**src/rtl/svt_pkg.sv**
```systemverilog
package svt_pkg;

	localparam int CAPACITY_DEF = 16;

	localparam int OP_W    = 2;
	localparam int VALUE_W = 32;
	localparam int INDEX_W = 4;
	localparam int COUNT_W = 5;
	localparam int STAT_W  = 2;

	localparam logic [OP_W-1:0] OP_INSERT = 2'd0;
	localparam logic [OP_W-1:0] OP_REMOVE = 2'd1;
	localparam logic [OP_W-1:0] OP_READ   = 2'd2;

	localparam logic [STAT_W-1:0] ST_OK     = 2'd0;
	localparam logic [STAT_W-1:0] ST_EMPTY  = 2'd1;
	localparam logic [STAT_W-1:0] ST_FULL   = 2'd2;
	localparam logic [STAT_W-1:0] ST_BADIDX = 2'd3;

	typedef struct packed {
		logic               ins;
		logic               rem;
		logic [VALUE_W-1:0] value;
	} upd_t;

	typedef struct packed {
		logic [VALUE_W-1:0] min_value;
		logic [VALUE_W-1:0] max_value;
	} ends_t;

endpackage

```
**src/rtl/svt_cells.sv**
```systemverilog
module svt_cells #(
	parameter int CAPACITY = 16,
	parameter int CW       = 5
) (
	input  logic                          clk,
	input  logic                          arst_n,
	input  svt_pkg::upd_t                 upd,
	input  logic [svt_pkg::INDEX_W-1:0]   rd_index,
	output logic [CW-1:0]                 cnt,
	output logic [CW-1:0]                 cnt_nxt,
	output logic [svt_pkg::VALUE_W-1:0]   rd_data,
	output svt_pkg::ends_t                ends_nxt
);
	import svt_pkg::*;

	localparam int AW = (CAPACITY > 1) ? $clog2(CAPACITY) : 1;
	localparam int XW = CW + INDEX_W;

	// cells hold the values in descending order: cell 0 is the largest
	logic [VALUE_W-1:0] cell_q [CAPACITY];
	logic [VALUE_W-1:0] cell_d [CAPACITY];
	logic [CAPACITY-1:0] gt;
	logic [CW-1:0]      cnt_q;
	logic [VALUE_W-1:0] min_q;
	logic [VALUE_W-1:0] min_d;
	logic [XW-1:0]      pos_w;

	assign cnt = cnt_q;

	genvar k;
	generate
		for (k = 0; k < CAPACITY; k++) begin : g_cell
			assign gt[k] = (CW'(k) < cnt_q) && ($signed(cell_q[k]) > $signed(upd.value));

			always_comb begin
				cell_d[k] = cell_q[k];
				if (upd.ins) begin
					if (k == 0) begin
						if (!gt[0])
							cell_d[k] = upd.value;
					end else begin
						if (!gt[k])
							cell_d[k] = gt[(k > 0) ? k - 1 : 0] ? upd.value
								: cell_q[(k > 0) ? k - 1 : 0];
					end
				end else if (upd.rem) begin
					if (k < CAPACITY - 1)
						cell_d[k] = cell_q[(k < CAPACITY - 1) ? k + 1 : k];
				end
			end

			always_ff @(posedge clk) begin
				if (upd.ins || upd.rem)
					cell_q[k] <= cell_d[k];
			end
		end
	endgenerate

	always_comb begin
		cnt_nxt = cnt_q;
		if (upd.ins)
			cnt_nxt = cnt_q + CW'(1);
		else if (upd.rem)
			cnt_nxt = cnt_q - CW'(1);
	end

	// the minimum only moves on an insert; a removal takes the largest
	always_comb begin
		min_d = min_q;
		if (upd.ins && ((cnt_q == '0) || ($signed(upd.value) < $signed(min_q))))
			min_d = upd.value;
	end

	always_ff @(posedge clk) begin
		min_q <= min_d;
	end

	always_ff @(posedge clk or negedge arst_n) begin
		if (!arst_n) begin
			cnt_q <= '0;
		end else begin
			cnt_q <= cnt_nxt;
		end
	end

	always_comb begin
		if (cnt_nxt == '0) begin
			ends_nxt.min_value = '0;
			ends_nxt.max_value = '0;
		end else begin
			ends_nxt.min_value = min_d;
			ends_nxt.max_value = cell_d[0];
		end
	end

	// ascending index i sits at cell count-1-i
	assign pos_w   = XW'(cnt_q) - XW'(1) - XW'(rd_index);
	assign rd_data = cell_q[pos_w[AW-1:0]];

endmodule

```
**src/rtl/sorted_vector_table_core.sv**
```systemverilog
// channel  direction  handshake             payload
// in       input      in_valid / in_stall   operation, value, index
// out      output     out_valid / out_stall read_value, min_value, max_value, count, status
//
// one item per cycle while out_stall does not hold the output; an accepted item passes
// the input register, then one pass through the cell row into the result register
// reset clears the count and the valid flags; the table starts empty
// out_stall holds a valid result register and, once the input register is full,
// raises in_stall in the same cycle
module sorted_vector_table_core #(
	parameter int CAPACITY = svt_pkg::CAPACITY_DEF
) (
	input  logic                          clk,
	input  logic                          arst_n,
	input  logic                          in_valid,
	output logic                          in_stall,
	input  logic [svt_pkg::OP_W-1:0]      operation,
	input  logic [svt_pkg::VALUE_W-1:0]   value,
	input  logic [svt_pkg::INDEX_W-1:0]   index,
	output logic                          out_valid,
	input  logic                          out_stall,
	output logic [svt_pkg::VALUE_W-1:0]   read_value,
	output logic [svt_pkg::VALUE_W-1:0]   min_value,
	output logic [svt_pkg::VALUE_W-1:0]   max_value,
	output logic [svt_pkg::COUNT_W-1:0]   count,
	output logic [svt_pkg::STAT_W-1:0]    status
);
	import svt_pkg::*;

	localparam int CW = $clog2(CAPACITY + 1);
	localparam int XW = CW + INDEX_W;
	localparam int EW = CW + COUNT_W;

	logic               valid_s1;
	logic [OP_W-1:0]    op_s1;
	logic [VALUE_W-1:0] value_s1;
	logic [INDEX_W-1:0] index_s1;

	logic               adv;
	logic               fire;
	logic               accept;
	upd_t               upd;
	logic [CW-1:0]      cnt;
	logic [CW-1:0]      cnt_nxt;
	logic [VALUE_W-1:0] rd_data;
	ends_t              ends_nxt;
	logic               idx_ok;
	logic [STAT_W-1:0]  stat_d;
	logic [VALUE_W-1:0] rd_d;
	logic [EW-1:0]      cnt_ext;

	logic               out_valid_q;
	logic [VALUE_W-1:0] read_value_q;
	logic [VALUE_W-1:0] min_value_q;
	logic [VALUE_W-1:0] max_value_q;
	logic [COUNT_W-1:0] count_q;
	logic [STAT_W-1:0]  status_q;

	assign adv      = !out_valid_q || !out_stall;
	assign fire     = valid_s1 && adv;
	assign in_stall = valid_s1 && !adv;
	assign accept   = in_valid && !in_stall;

	always_ff @(posedge clk or negedge arst_n) begin
		if (!arst_n) begin
			valid_s1 <= 1'b0;
		end else if (accept) begin
			valid_s1 <= 1'b1;
		end else if (fire) begin
			valid_s1 <= 1'b0;
		end
	end

	always_ff @(posedge clk) begin
		if (accept) begin
			op_s1    <= operation;
			value_s1 <= value;
			index_s1 <= index;
		end
	end

	assign idx_ok = XW'(index_s1) < XW'(cnt);

	always_comb begin
		upd.ins   = 1'b0;
		upd.rem   = 1'b0;
		upd.value = value_s1;
		stat_d    = ST_OK;
		rd_d      = '0;
		case (op_s1)
			OP_INSERT: begin
				if (cnt == CW'(CAPACITY))
					stat_d = ST_FULL;
				else
					upd.ins = fire;
			end
			OP_REMOVE: begin
				if (cnt == '0)
					stat_d = ST_EMPTY;
				else
					upd.rem = fire;
			end
			OP_READ: begin
				if (cnt == '0)
					stat_d = ST_EMPTY;
				else if (!idx_ok)
					stat_d = ST_BADIDX;
				else
					rd_d = rd_data;
			end
			default: begin
				stat_d = ST_OK;
			end
		endcase
	end

	svt_cells #(
		.CAPACITY (CAPACITY),
		.CW       (CW)
	) u_cells (
		.clk      (clk),
		.arst_n   (arst_n),
		.upd      (upd),
		.rd_index (index_s1),
		.cnt      (cnt),
		.cnt_nxt  (cnt_nxt),
		.rd_data  (rd_data),
		.ends_nxt (ends_nxt)
	);

	// count leaves on five bits whatever the table depth
	assign cnt_ext = EW'(cnt_nxt);

	always_ff @(posedge clk or negedge arst_n) begin
		if (!arst_n) begin
			out_valid_q <= 1'b0;
		end else if (fire) begin
			out_valid_q <= 1'b1;
		end else if (!out_stall) begin
			out_valid_q <= 1'b0;
		end
	end

	always_ff @(posedge clk) begin
		if (fire) begin
			read_value_q <= rd_d;
			min_value_q  <= ends_nxt.min_value;
			max_value_q  <= ends_nxt.max_value;
			count_q      <= cnt_ext[COUNT_W-1:0];
			status_q     <= stat_d;
		end
	end

	assign out_valid  = out_valid_q;
	assign read_value = read_value_q;
	assign min_value  = min_value_q;
	assign max_value  = max_value_q;
	assign count      = count_q;
	assign status     = status_q;

`ifndef ASSERT_OFF
	a_cnt_bound: assert property (@(posedge clk) disable iff (!arst_n)
		cnt <= CW'(CAPACITY))
		else $error("entry count beyond capacity");

	a_ins_grows: assert property (@(posedge clk) disable iff (!arst_n)
		fire && (op_s1 == OP_INSERT) && (stat_d == ST_OK) |=> cnt == $past(cnt) + CW'(1))
		else $error("insert did not add an entry");

	a_full_status: assert property (@(posedge clk) disable iff (!arst_n)
		out_valid_q && (status_q == ST_FULL) |-> cnt == CW'(CAPACITY))
		else $error("full reported on a table with room");

	a_min_max: assert property (@(posedge clk) disable iff (!arst_n)
		out_valid_q |-> $signed(min_value_q) <= $signed(max_value_q))
		else $error("minimum above maximum");
`endif

endmodule
```
**config.mk**
```make
export PLATFORM = sky130hd
export DESIGN_NAME = sorted_vector_table_core
export DESIGN_NICKNAME = d
export VERILOG_FILES = /design/src/rtl/svt_pkg.sv /design/src/rtl/svt_cells.sv /design/src/rtl/sorted_vector_table_core.sv
export SDC_FILE = /design/constraint.sdc
export NUM_CORES = 2
export LEC_CHECK = 0
export ABC_AREA = 1
export ABC_CLOCK_PERIOD_IN_PS = 10300
export BUFFER_PORTS_ARGS = -buffer_cell sky130_fd_sc_hd__buf_4
export CAP_MARGIN = 20
export CORE_MARGIN = 4
export CORE_UTILIZATION = 40
export DETAILED_ROUTE_END_ITERATION = 8
export PLACE_DENSITY = 0.65
export SLEW_MARGIN = 30
export SYNTH_ARGS = -nofsm -noshare
export SYNTH_HDL_FRONTEND = slang
export SYNTH_HIERARCHICAL = 1
export SYNTH_SLANG_ARGS = --single-unit
```
**constraint.sdc**
```tcl
create_clock -name clk -period 10.3 [get_ports clk]
set_input_delay 0.515 -clock clk [delete_from_list [all_inputs] [get_ports clk]]
set_output_delay 0.515 -clock clk [all_outputs]
set_load 0.03 [all_outputs]
```
==> metrics <==
status finished, final reports clean; critical path required time between 10 and 15 ns; P per Cell Area between 200 and 300 nW/um^2; post-synthesis mux area share less than 1%; worst hold path type in2reg; core area ~130,000 sq um; first-pass GRT wire length 330 mm; worst-margin pin slew 1.06 ns; Fmax ~180 MHz; flops & latches, synth a little under 700; critical path's slowest cell clkinv_1; Worst Path Max Fanout 47; 1st-iter DRT viols 7,733; Nets 7,527; Port Buffers roughly 150; worst skew pair latency a little over 0.7 ns; leading area contributor after synthesis edfxtp_1; relative slew slack 29.5%; register area share after synthesis about two fifths; post-synthesis compound-gate area fraction 11.5%; final antenna-violating net count 0; via count approximately 53,000; Reg area slightly above 20,000 sq um; post-synth top area share approximately 37%; worst path cell trace clkinv_1 -> buf_4 -> ha_1 -> a21oi_1 -> o21ai_0 -> nand2_1 -> nand2_1 -> a21oi_1 -> nand3_2 -> nand3_2 -> buf_4 -> a21oi_1 -> o21ai_1 -> nand2_1; Die X roughly 370 um; drt pass-1 iters 7; Distinct cells, synth 53; DP Area 56,100 sq um; Leakage approximately 27 nW; initial antenna violation count 15; Worst R2R End u_cells/cell_q[1][30]; root buffer cell clkbuf_16; final setup vio count 0; CTS H-tree lvls 3; die area about 140,000 sq um; Buf/Inv on CP 3; DP Wirelength 160 mm; drc violations 0; die height about 370 um; area grow syn2layout 11.6%; Design Area, Final around 60,000 sq um; hold endpoint value_s1[27]; Syn Std Cell Area ~53,000 sq um; area of the multi-input gates ~29,000 sq um; Ys Warns 6; IO Pins between 100 and 150; hold path cells 1; layout cells sized above 1 7.49%; number of fill cells in the layout roughly 13,000; adder-cell share of the synthesized area between 10% and 20%; wire per inst 26.2 um; Worst VDD drop ~210 uV; total CTS buffers 82; CP Launch Type flip-flop; largest net degree at the start of global routing 130; max_cap viols 0; family with the most delay on the worst path buffers and inverters; ys async rst share about 1.0%; Worst R2R Path Depth 14; R2R setup slack 4.67 ns; critical path endpoint category flip-flop; Crit path largest cell delay between 0.8 and 0.9 ns; Rows around 130; largest family of logic cells by synthesized area simple AND/OR/NAND/NOR gates; top cells by area, synth edfxtp_1 37%, nand2_1 15%, ha_1 13%; routability cong. ~1.0; Reg2Reg Launch Point value_s1[27]; drt via density a little over 6; Setup Total Neg Slack 0 ns; Synth Instances slightly below 7,000; Critical Path AT between 6 and 7 ns; final hold vios 0; Clock transition at path regs approximately 0.06 ns; max-slew violation total from the final report 0; Min Clock Period, post-route about 5.6 ns; vias in the first global route around 50,000; Hold Path Origin value[27]; CTS tree done; WL final between 200 and 250 mm; xor and xnor area share after synthesis 0.115%; RSZ-0062 raised after global routing no; post-synthesis simple-gate area fraction around 28%; Synth Net Count ~7,500; critical path class reg2reg; Clock Skew 0.0355 ns; EDFF count, synth between 600 and 700; ys flop type edfxtp_1; Clock Tree Buf Depth 3; Num Clock Sinks just under 700; fin crit share 54.7%; Avg Cell Area, Syn between 7 and 8 sq um; initial core utilization between 40% and 50%; total track usage between 30% and 40%; total gr overflow 0
-- Yosys cell counts (8+ instances only) --
cell type / instances
nor3_1: 20
a31oi_1: 16
a22oi_1: 32
clkbuf_1: 296
inv_1: 707
nor2_1: 174
o21ai_0: 352
nand2_1: 2054
edfxtp_1: 653
o221ai_1: 29
nand3_1: 802
o211ai_1: 58
ha_1: 553
a21oi_1: 578
o21a_1: 20
o21ai_1: 12
dfxtp_1: 32
buf_2: 88
nor3_2: 31
buf_1: 40
o21bai_1: 8
mux2i_1: 31
nand3b_1: 8
nand4_1: 268
-- power breakdown --
part	leakage (nW)	switching, mW	internal, mW
Combinational	19.7	6.17	2.09
Sequential	6.43	0.420	3.70
Clock	1.37	1.34	1.85
-- kinds of logic after synthesis --
kind of cell             after synthesis
AO/OA/AOI/OAI                       1124
XOR/XNOR                               7
adder cells (fa/ha/maj)              554
buffers and inverters               1146
flip-flops                           692
multiplexers                          31
AND/OR/NAND/NOR                     3393
-- worst register-to-register path, stage by stage, from the launching register on --
cell and delay, ns:
edfxtp_1 0.44, clkinv_1 0.81, buf_4 0.61, ha_1 0.39, a21oi_1 0.15, o21ai_0 0.13, nand2_1 0.09, nand2_1 0.06
a21oi_1 0.19, nand3_2 0.71, nand3_2 0.28, buf_4 0.50, a21oi_1 0.37, o21ai_1 0.44, nand2_1 0.16
-- state kept, by name, summed over array words and instances, names as in the netlist --
register / cells
count: 5
index_s1: 4
max_value: 32
min_value: 32
op_s1: 2
out_valid: 1
read_value: 32
status: 2
u_cells/cell_q: 512
u_cells/cnt: 5
u_cells/min_q: 32
valid_s1: 1
value_s1: 32
-- metal layers --
metal | routed length, um | track usage, % | vias up
met4 | 14000 | 16.5 | 6
met5 | 41 | 0 | -
li1 | - | - | 23800
met1 | 87000 | 41.1 | 25300
met3 | 29300 | 10.1 | 761
met2 | 98900 | 48.0 | 3409
-- area by class of cell --
type / count / share of cell area, %
flip-flops and latches: 692 / 34.4
diodes: 3 / 0.0127
clock buffers: 91 / 3.60
inverters: 714 / 4.54
multi-input cells: 5109 / 48.2
well taps: 1755 / 3.70
repair buffers: 332 / 4.39
clock inverters: 57 / 1.17
-- timing repair --
item                                    CTS  global route
hold endpoints to repair                 44             1
gates resized for setup                   0             0
endpoints found under the setup margin    0             0
setup buffers                             0             0
hold buffers                             38             1
-- cell usage in the layout, fill, tap and decap left out, types with 84 or more instances in the layout --
cell       Yosys  final
a21oi_1      578    577
edfxtp_1     653    653
o21ai_0      352    352
nand3_1      802    800
nor2_1       174    173
nand4_1      268    268
nand2_1     2054   2044
buf_4          1    291
inv_1        707    700
ha_1         553    552
clkbuf_16      0     84
-- how the worst max path moves through the flow --
stage                 startpoint                     to  slack, ns  cells after the start
floorplan              out_stall   u_cells/cell_q[4][0]       1.47                      8
global placement     value_s1[5]  u_cells/cell_q[5][27]       4.94                     15
detailed placement   value_s1[5]  u_cells/cell_q[5][26]       4.82                     15
CTS                  value_s1[5]  u_cells/cell_q[5][25]       4.74                     15
global route        value_s1[27]           max_value[0]       4.52                     15
finish              value_s1[27]  u_cells/cell_q[1][30]       4.67                     14
-- metrics by stage --
stage,instances,power [mW],setup slack (ns),util [%],hold slack (ns)
final,8753,15.6,4.67,45.0,0.0319
after global routing,8750,16.2,4.52,45.0,0.00144
after CTS,8749,15.2,4.74,45.0,0.00512
after detailed placement,8563,12.0,4.82,42.6,0.347
after global placement,8563,11.9,4.94,42.6,0.344
after floorplan,6947,8.89,1.47,-,0.219
(Power assumes the default switching activity.)
